`src/rtl/smdc_pkg.sv`:
```
// Package for the sliding median deviation cost core.
// Holds sizing constants, controller states and control structs.
package smdc_pkg;
    localparam int WINDOW_MAX_DEF  = 64;
    localparam int SAMPLE_BITS_DEF = 32;
    localparam int CFG_BITS        = 7;
    localparam int COST_BITS       = 39;
    localparam logic [CFG_BITS-1:0] WINDOW_RESET = 7'd3;

    typedef enum logic [2:0] {
        ST_IDLE,
        ST_READ,
        ST_INSERT,
        ST_SUM,
        ST_OUT
    } state_t;

    typedef struct packed {
        logic load;
        logic evict;
        logic ins_step;
        logic sum_start;
        logic sum_step;
    } cmd_t;

    typedef struct packed {
        logic full_after;
        logic ins_done;
        logic sum_done;
    } stat_t;
endpackage

```
`src/rtl/smdc_ctrl.sv`:
```
// Controller state machine of the sliding median deviation cost core.
// Depends on smdc_pkg.
module smdc_ctrl (
    input  logic clk,
    input  logic rst_n,
    input  logic in_go,
    input  logic out_free,
    input  smdc_pkg::stat_t stat,
    output smdc_pkg::cmd_t cmd,
    output logic in_ready,
    output logic out_load
);
    import smdc_pkg::*;

    state_t state_reg, state_next;

    always_ff @(posedge clk or negedge rst_n)
    begin
        if (!rst_n)
            state_reg <= ST_IDLE;
        else
            state_reg <= state_next;
    end

    always_comb
    begin
        state_next = state_reg;
        case (state_reg)
            ST_IDLE:   if (in_go) state_next = ST_READ;
            ST_READ:   state_next = ST_INSERT;
            ST_INSERT: if (stat.ins_done) state_next = stat.full_after ? ST_SUM : ST_IDLE;
            ST_SUM:    if (stat.sum_done) state_next = ST_OUT;
            ST_OUT:    if (out_free) state_next = ST_IDLE;
            default:   state_next = ST_IDLE;
        endcase
    end

    always_comb
    begin
        cmd = '0;
        in_ready = 1'b0;
        out_load = 1'b0;
        case (state_reg)
            ST_IDLE:
            begin
                in_ready = 1'b1;
                cmd.load = in_go;
            end
            ST_READ:   cmd.evict = 1'b1;
            ST_INSERT:
            begin
                cmd.ins_step = 1'b1;
                cmd.sum_start = stat.ins_done;
            end
            ST_SUM:    cmd.sum_step = 1'b1;
            ST_OUT:    out_load = out_free;
            default:   cmd = '0;
        endcase
    end
endmodule

```
`config.mk`:
```
export PLATFORM = sky130hd
export DESIGN_NAME = smdc_ctrl
export DESIGN_NICKNAME = d
export VERILOG_FILES = /design/src/rtl/smdc_pkg.sv /design/src/rtl/smdc_ctrl.sv
export SDC_FILE = /design/constraint.sdc
export NUM_CORES = 1
export LEC_CHECK = 0
export BUFFER_PORTS_ARGS = -buffer_cell sky130_fd_sc_hd__buf_2
export CORE_AREA = 2 2 39 41
export DETAILED_ROUTE_END_ITERATION = 6
export DIE_AREA = 0 0 41 43
export SLEW_MARGIN = 25
export SYNTH_ARGS = -nofsm -noshare
export SYNTH_HDL_FRONTEND = slang
export SYNTH_SLANG_ARGS = --single-unit
```
`constraint.sdc`:
```
create_clock -name clk -period 2.39 [get_ports clk]
set_input_delay 0.478 -clock clk [delete_from_list [all_inputs] [get_ports clk]]
set_output_delay 0.478 -clock clk [all_outputs]
set_load 0.01 [all_outputs]
```
# Word level (Yosys, flattened, before mapping)
# Index checks and enable logic that the tools add are counted.
# op_classes
eq_ne	8
mux	12
reduce_logical	2
# ops
cell	count
3-bit one-hot mux with 5 select lines	1
3-bit 2-to-1 mux	4
2-bit inequality test (second input constant)	4
3-bit by 2-bit == test with 1-bit output (second input constant)	2
1-bit 2-to-1 mux	5
2-bit 2-to-1 mux	2
4-bit AND reduction	1
3-bit by 1-bit == test with 1-bit output (second input constant)	1
3-bit == test (second input constant)	1
3-bit zero test	1
# totals
regBits	3
inputBits	7
output_inout_bits	7
elab_cells	23

# Depth between registers and ports, before layout
# Gate-level depths: netlist of the first run.
# depth
word_depth	3
depth_mapped	4

# Worst setup path after synthesis of the first run
# No wires, ideal clock.
# synth_path
kind	register -> output
startpoint	register state_reg[2]
endpoint	output port cmd[4] (netlist bit)
setup_slack_ns	0.930
stages_incl_launch_ff	3
arrival_ns	0.982
path_buffers	1
t_required_ns	1.912
path_cell_list	dfrtp_1 buf_2 nor4b_1
# synth_rtl
element	line	text
from (decl)	smdc_ctrl.sv:15	state_t state_reg, state_next;
from (signal assigned)	smdc_ctrl.sv:22	state_reg <= state_next;
to (decl)	smdc_ctrl.sv:9	output smdc_pkg::cmd_t cmd,

==> results of run 1 <==
-- routing by layer --
layer | up-vias | wire [µm]
met5 | - | 0
met1 | 95 | 243
met2 | 13 | 176
li1 | 120 | -
met4 | 0 | 8
met3 | 2 | 78
-- cell usage in the layout (no fill, tap or decap) --
cell,n
clkbuf_1,1
clkbuf_4,3
buf_2,13
inv_2,1
and2_1,1
nand3_1,1
a31oi_1,1
nor3_1,2
a21boi_1,1
a21oi_1,1
and3b_1,1
nor2_1,2
dfrtp_1,3
and3_1,1
nand2_1,2
nand2b_1,2
nor4b_1,1
o21ai_1,1
a311oi_1,1
nor3b_2,1
-- cell families after synthesis --
logic type / Yosys count / share of synthesized area
buffers and inverters: 3 / 0.0667
AND/OR/NAND/NOR: 14 / 0.412
AO/OA/AOI/OAI: 5 / 0.158
flip-flops: 3 / 0.364
-- power breakdown --
group | total [mW] | switching, mW | internal [mW]
logic | 0.169 | 0.0861 | 0.0833
registers | 0.122 | 0.0493 | 0.0728
clock network | 0.0911 | 0.0284 | 0.0627
-- path summary, 6_finish.rpt --
kind / to / slack (ps) / cells after the start
max: cmd[1] / 720 / 3
min: state_reg[2] / 20 / 1
max reg2reg: state_reg[0] / 1390 / 3
min reg2reg: state_reg[0] / 610 / 1
max in group asynchronous: state_reg[1] / 2260 / 1
min in group clk: state_reg[2] / 430 / 2
-- critical path: cells and delay by family, from the launching register on --
kind / cells / cell delay, ps
buffers and inverters: 1 / 120
flip-flops: 1 / 480
AND/OR/NAND/NOR: 2 / 360
-- cell type report --
class,count,area share
Multi-Input combinational cell,19,0.382
Sequential cell,3,0.244
Timing Repair Buffer,13,0.211
Clock buffer,4,0.0854
Tap cell,16,0.0650
Inverter,1,0.0122
-- Yosys cell counts --
| master | n | area (µm²) |
|---|---|---|
| dfrtp_1 | 3 | 75.1 |
| nor3_1 | 2 | 10.0 |
| nor4b_1 | 1 | 8.76 |
| inv_2 | 1 | 3.75 |
| nand2b_1 | 2 | 12.5 |
| a21boi_1 | 1 | 7.51 |
| nor3b_2 | 1 | 12.5 |
| and2_1 | 1 | 6.26 |
| a31oi_1 | 1 | 6.26 |
| nor2_1 | 2 | 7.51 |
| and3b_1 | 1 | 8.76 |
| o21ai_1 | 1 | 5.00 |
| a311oi_1 | 1 | 8.76 |
| and3_1 | 1 | 6.26 |
| nand3_1 | 1 | 5.00 |
| buf_2 | 2 | 10.0 |
| a21oi_1 | 1 | 5.00 |
| nand2_1 | 2 | 7.51 |
==> key figures, run 1 <==
Status
  • Status: completed

Clock network
  • # Post-CTS Setup Buffers: 0
  • CTS clk-pin slew, worst paths: ~40 ps
  • CTS resizes: 0
  • CTS Buf Count: 3
  • Max Buffers Root-to-Sink: 2
  • Cts hold-fix bufs: 0
  • Depth of the CTS H-tree: 1
  • Clk Latency, worst-skew pair: about 240 ps
  • TritonCTS clock tree: done
  • Clock sink count: 3
  • Root buffer cell: clkbuf_4

Global routing
  • Total track usage: 0.0655
  • Vias in the first global route: roughly 190
  • Global routing usage on met3: 0.0524
  • Antenna violations before repair: 0
  • Met2 Usage GRT: 0.0625
  • GRT busiest layer: met1
  • GRT overflow: 0
  • Met1 usage: 0.0847
  • Largest net degree at the start of global routing: 11
  • Global-route wire length before repair: around 700 µm

Finish
  • Share of cells above drive strength 1: 0.450
  • Final core occ: 0.222
  • Multi-input gate area: around 120 µm²
  • Fillcell total: between 150 and 200
  • Area occupied by registers: 75.1 µm²
  • Final instance area: slightly above 300 µm²
  • Nets: 48
  • Final instance count without filler cells: 56
  • P&R area growth vs syn: 49.1%
  • N_diodes: 0
  • Max reg flops: 3

Logic synthesis
  • Cells after synthesis: 25
  • Mapped Nets: 32
  • Syn_area_per_cell: 8.26 µm²
  • Count of cell types in the netlist: 18
  • Register area share after synthesis: 0.364
  • Post-synthesis register bit count: 3
  • Post-Syn Area: roughly 210 µm²
  • Yosys warning total: 0

Timing
  • Setup violation total in the final timing report: 0
  • Setup TNS: 0 ps
  • Relative slew margins: 0.823
  • Max Clock Freq: approximately 0.6 GHz
  • RSZ-0062 raised after global routing: no
  • Final Max Slew Viols: 0
  • Tightest Pin Transition: approximately 270 ps
  • Period minus WS final: roughly 1700 ps
  • Final hold violations: 0
  • Period utilization: 0.698
  • Hold slack: around 23 ps
  • Clock skew: between 5 and 6 ps
  • Worst setup margin: 721 ps

Power
  • Max IR drop VDD: 326 µV
  • PD cells: around 1200 nW/µm²
  • Power Total: 383 µW
  • Leak: approximately 0.16 nW

Hold path
  • Tightest Hold Check Type: input port to asynchronous set/reset pin

Routing
  • Vias per cell: slightly above 4
  • DRT Pass-1 Iters: 2
  • Wirelength per Cell: 9.04 µm
  • DRT iter0 DRCs: 1
  • DRT Wirelength: slightly above 500 µm
  • DRC violations left: 0
  • Via Count: 230
  • Antenna Nets Post-Route: 0

Job
  • Max Cap Viol: 0

Placed design
  • DP HPWL: approximately 390 µm
  • Setup WS pre-CTS: 953 ps
  • DP Area: roughly 280 µm²
  • Placed cells: 52
  • Routability congestion estimate: just over 0.7
  • Port-buffer cells: 13

Worst setup path
  • Crit path kind: flop to output pin
  • Worst EP arrival: around 1200 ps
  • Worst Setup SP: state_reg[1]
  • CP max stage delay: roughly 480 ps
  • Type of origin of the critical path: flop
  • Reg2reg start: state_reg[0]
  • Crit end category: output pin
  • Slowest cell on the critical path: dfrtp_1
  • Critical Path Fanout Max: 10
  • Sequence of cells on the critical path: nor3b_2 -> and2_1 -> buf_2
  • Data required, critical path: between 1500 and 2000 ps

Die
  • Starting Density: 0.149
  • Rows: 14
  • I/O pins: 14
  • Core Footprint: roughly 1400 µm²
  • Die area: roughly 1800 µm²
  • Die Height: around 43 µm
  • Die X: just over 40 µm
No activity file was read; power rests on OpenSTA's default activity.
==> inputs of run 2 (changes only) <==
- ABC_AREA: not set -> 1
- clock period: 2.39 -> 1.5 ns (I/O delays scaled with it)
==> run 2 against run 1 <==
  * Power rose by 87%
  * Non-clock buffer count up 1
  * Worst setup slack worse by 690 ps
  * Sequential share of layout area fell by 3.1 points
  * Via count up 18%
  * Hold slack gained 300 ps
  * Sequential power rose by 47%
  * Flip-flop and latch count unchanged
  * Largest cell class unchanged
==> key figures, run 2 <==
Status
  • Status: completed

Worst setup path
  • Data required, critical path: 1200 ps (-710 ps)
  • Type of origin of the critical path: flop
  • Worst EP arrival: 1170 ps (-20 ps)
  • Worst Setup SP: state_reg[0]
  • Crit path kind: flop to output pin
  • Critical Path Fanout Max: 4 (-6)
  • Crit end category: output pin
  • Reg2reg start: state_reg[0]

Power
  • PD cells: 2000 nW/µm² (+61%)
  • Pint: 378 µW (+73%)
  • Clock Power Share: 0.199 (-0.039)
  • Max IR drop VDD: 727 µV (+120%)
  • Total net switching power: 339 µW (+110%)
  • Reg power frac: 0.249 (-0.070)
  • Switch share: 0.473 (+0.0448)
  • Comb pwr share: 0.551 (+0.108)
  • Leak: 0.225 nW (+43%)
  • Power Total: 717 µW (+87%)

Finish
  • Max reg flops: 3 (unchanged)
  • Most common cell after layout, fill and taps aside: buf_2
  • Nets: 63 (+31%)
  • Most frequent cells in the layout: 13 x buf_2, 10 x inv_1, 5 x nand2_1, 5 x nand3_1, 5 x nor2_1
  • P&R area growth vs syn: 62.5%
  • Final core occ: 0.259 (+0.0362)
  • N_diodes: 0 (unchanged)
  • Fillcell total: 164 (+5.1%)
  • Share of cells above drive strength 1: 0.400 (-0.0500)

Job
  • Max Cap Viol: 0 (unchanged)

Logic synthesis
  • Cells after synthesis: 37 (+48%)
  • Post-synthesis register bit count: 3 (unchanged)
  • Yosys warning total: 0 (unchanged)
  • Register area share after synthesis: 0.341 (-0.0227)
  • Post-synthesis cell type with the largest combined area: dfrtp_1
  • Count of cell types in the netlist: 10 (-8)
  • Post-synth EDFFs: 0 (unchanged)
  • Post-Syn Area: 220 µm² (+6.7%)
  • Cell with the most instances after synthesis: inv_1
  • Synth top area share: 0.341 (-0.0227)
  • Main combinational cell family by area after synthesis: simple AND/OR/NAND/NOR gates
  • Adder-Cell Fraction of Synth Area: 0 (unchanged)
  • Syn_area_per_cell: 5.95 µm² (-28%)
  • Async SR Flop Fraction: 1.00 (unchanged)
  • Synth Flop Type: dfrtp_1
  • Post-synth top cells: 11 x inv_1, 7 x nor2_1, 6 x nand3_1
  • Mapped Nets: 44 (+38%)
  • Post-synthesis simple-gate area fraction: 0.449 (+0.0367)
  • XOR/XNOR Fraction of Synth Area: 0 (unchanged)
  • Compound-gate portion of the synthesized area: 0.0227 (-0.135)
  • Top post-synthesis cells by area: dfrtp_1 34%, inv_1 19%, nand3_1 14%
  • Mux cell area share after synthesis: 0 (unchanged)

Die
  • I/O pins: 14 (unchanged)
  • Rows: 14 (unchanged)
  • Core Footprint: 1380 µm² (unchanged)
  • Die X: 41 µm (unchanged)
  • Starting Density: 0.159 (+0.00995)
  • Die area: 1760 µm² (unchanged)
  • Die Height: 43 µm (unchanged)

Clock network
  • # Post-CTS Setup Buffers: 0 (unchanged)
  • Max Buffers Root-to-Sink: 2 (unchanged)
  • Root buffer cell: clkbuf_4
  • Clk Latency, worst-skew pair: 230 ps (about the same)
  • TritonCTS clock tree: done
  • Depth of the CTS H-tree: 1 (unchanged)
  • CTS Buf Count: 3 (unchanged)
  • Clock sink count: 3 (unchanged)
  • CTS clk-pin slew, worst paths: 40 ps (about the same)

Global routing
  • Vias in the first global route: 225 (+22%)
  • Total track usage: 0.0734 (+0.00784)
  • GRT overflow: 0 (unchanged)
  • Largest net degree at the start of global routing: 7 (-4)
  • Antenna violations before repair: 0 (unchanged)
  • Global-route wire length before repair: 848 µm (+19%)

Routing
  • Wirelength per Cell: 8.03 µm (-11%)
  • Vias per cell: 3.82 (-7.1%)
  • DRT iter0 DRCs: 1 (unchanged)
  • DRC violations left: 0 (unchanged)
  • Antenna Nets Post-Route: 0 (unchanged)
  • DRT Wirelength: 570 µm (+13%)
  • DRT Pass-1 Iters: 2 (unchanged)
  • Via Count: 271 (+18%)

Placed design
  • DP HPWL: 471 µm (+22%)
  • Routability congestion estimate: 0.729 (+2.8%)
  • Port-buffer cells: 13 (unchanged)

Timing
  • Tightest Pin Transition: 252 ps (-13.9 ps)
  • Period utilization: 0.978
  • Relative slew margins: 0.831 (+0.00801)
  • Setup violation total in the final timing report: 0 (unchanged)
  • Clock skew: 2.51 ps (-2.66 ps)
  • RSZ-0062 raised after global routing: no
  • Period minus WS final: 1470 ps
  • Max Clock Freq: slightly below 0.7 GHz
  • Setup TNS: 0 ps (unchanged)
  • Final Max Slew Viols: 0 (unchanged)
  • Final hold violations: 0 (unchanged)
  • Hold slack: 324 ps (+300 ps)

Hold path
  • Tightest Hold Check Type: input port to flop
  • Hold_sp: stat[0]
==> run 2: cell count changes after synthesis, sizes merged, moves of 2 or more <==
cell	previous run	this run
nor2	2	8
nand2	2	5
inv	1	11
nand2b	2	0
buf	2	0
nand3	1	6
==> run 2: power by group through the flow <==
stage	Combinational, mW	Sequential, mW	Clock (mW)
global route	0.450	0.183	0.153
CTS	0.390	0.161	0.150
finish	0.395	0.179	0.143
floorplan	0.254	0.152	0
detailed placement	0.378	0.160	0
global placement	0.376	0.155	0
==> run 2: critical path: stages, from the launching register on <==
cell and delay, ps:
dfrtp_1 420, inv_1 110, nor3_1 220, buf_2 190
==> run 2: timing repair <==
item	CTS	global route
hold endpoints to repair	3	0
hold buffers	1	0
setup endpoints to repair	1	4
pin swaps	0	1
resized for setup	1	5
==> run 2: cell families (layout without fill, tap and decap cells) <==
| logic type | Yosys count | after routing |
|---|---|---|
| AND/OR/NAND/NOR | 22 | 22 |
| buffers and inverters | 11 | 29 |
| flip-flops | 3 | 3 |
| AO/OA/AOI/OAI | 1 | 1 |
==> run 2: path summary, 6_finish.rpt <==
kind                                      to  slack, ps  cells past startpoint
worst max-delay path                  cmd[3]         30                      3
worst min-delay path            state_reg[0]        320                      4
worst max register to register  state_reg[2]        390                      6
worst min register to register  state_reg[2]        610                      2
max in group asynchronous       state_reg[1]        990                      2
min in group asynchronous       state_reg[0]        390                      2
==> run 2: metrics by stage <==
stage          setup slack, ps  std cells  cell area, µm²
2_1_floorplan              335         37             220
3_3_place_gp               285         66             305
3_5_place_dp               253         66             305
4_1_cts                   6.11         71             347
5_1_grt                   3.72         71             358
6_report                  33.0         71             358
==> run 2: area by class of cell <==
cell class              instances  area [µm²]  area share
multi-input cells              23         119       0.332
inverters                      11        41.3       0.115
flip-flops and latches          3        76.3       0.213
repair buffers                 14        75.1       0.210
clock buffers                   4        26.3      0.0734
well taps                      16        20.0      0.0559
==> run 2: routing by layer <==
metal / part of all wire / vias to the layer above / track usage
met5: 0 / - / 0
met3: 0.044 / 0 / 0.0471
met2: 0.53 / 5 / 0.113
li1: - / 148 / -
met4: 0 / 0 / 0.0400
met1: 0.43 / 118 / 0.0710
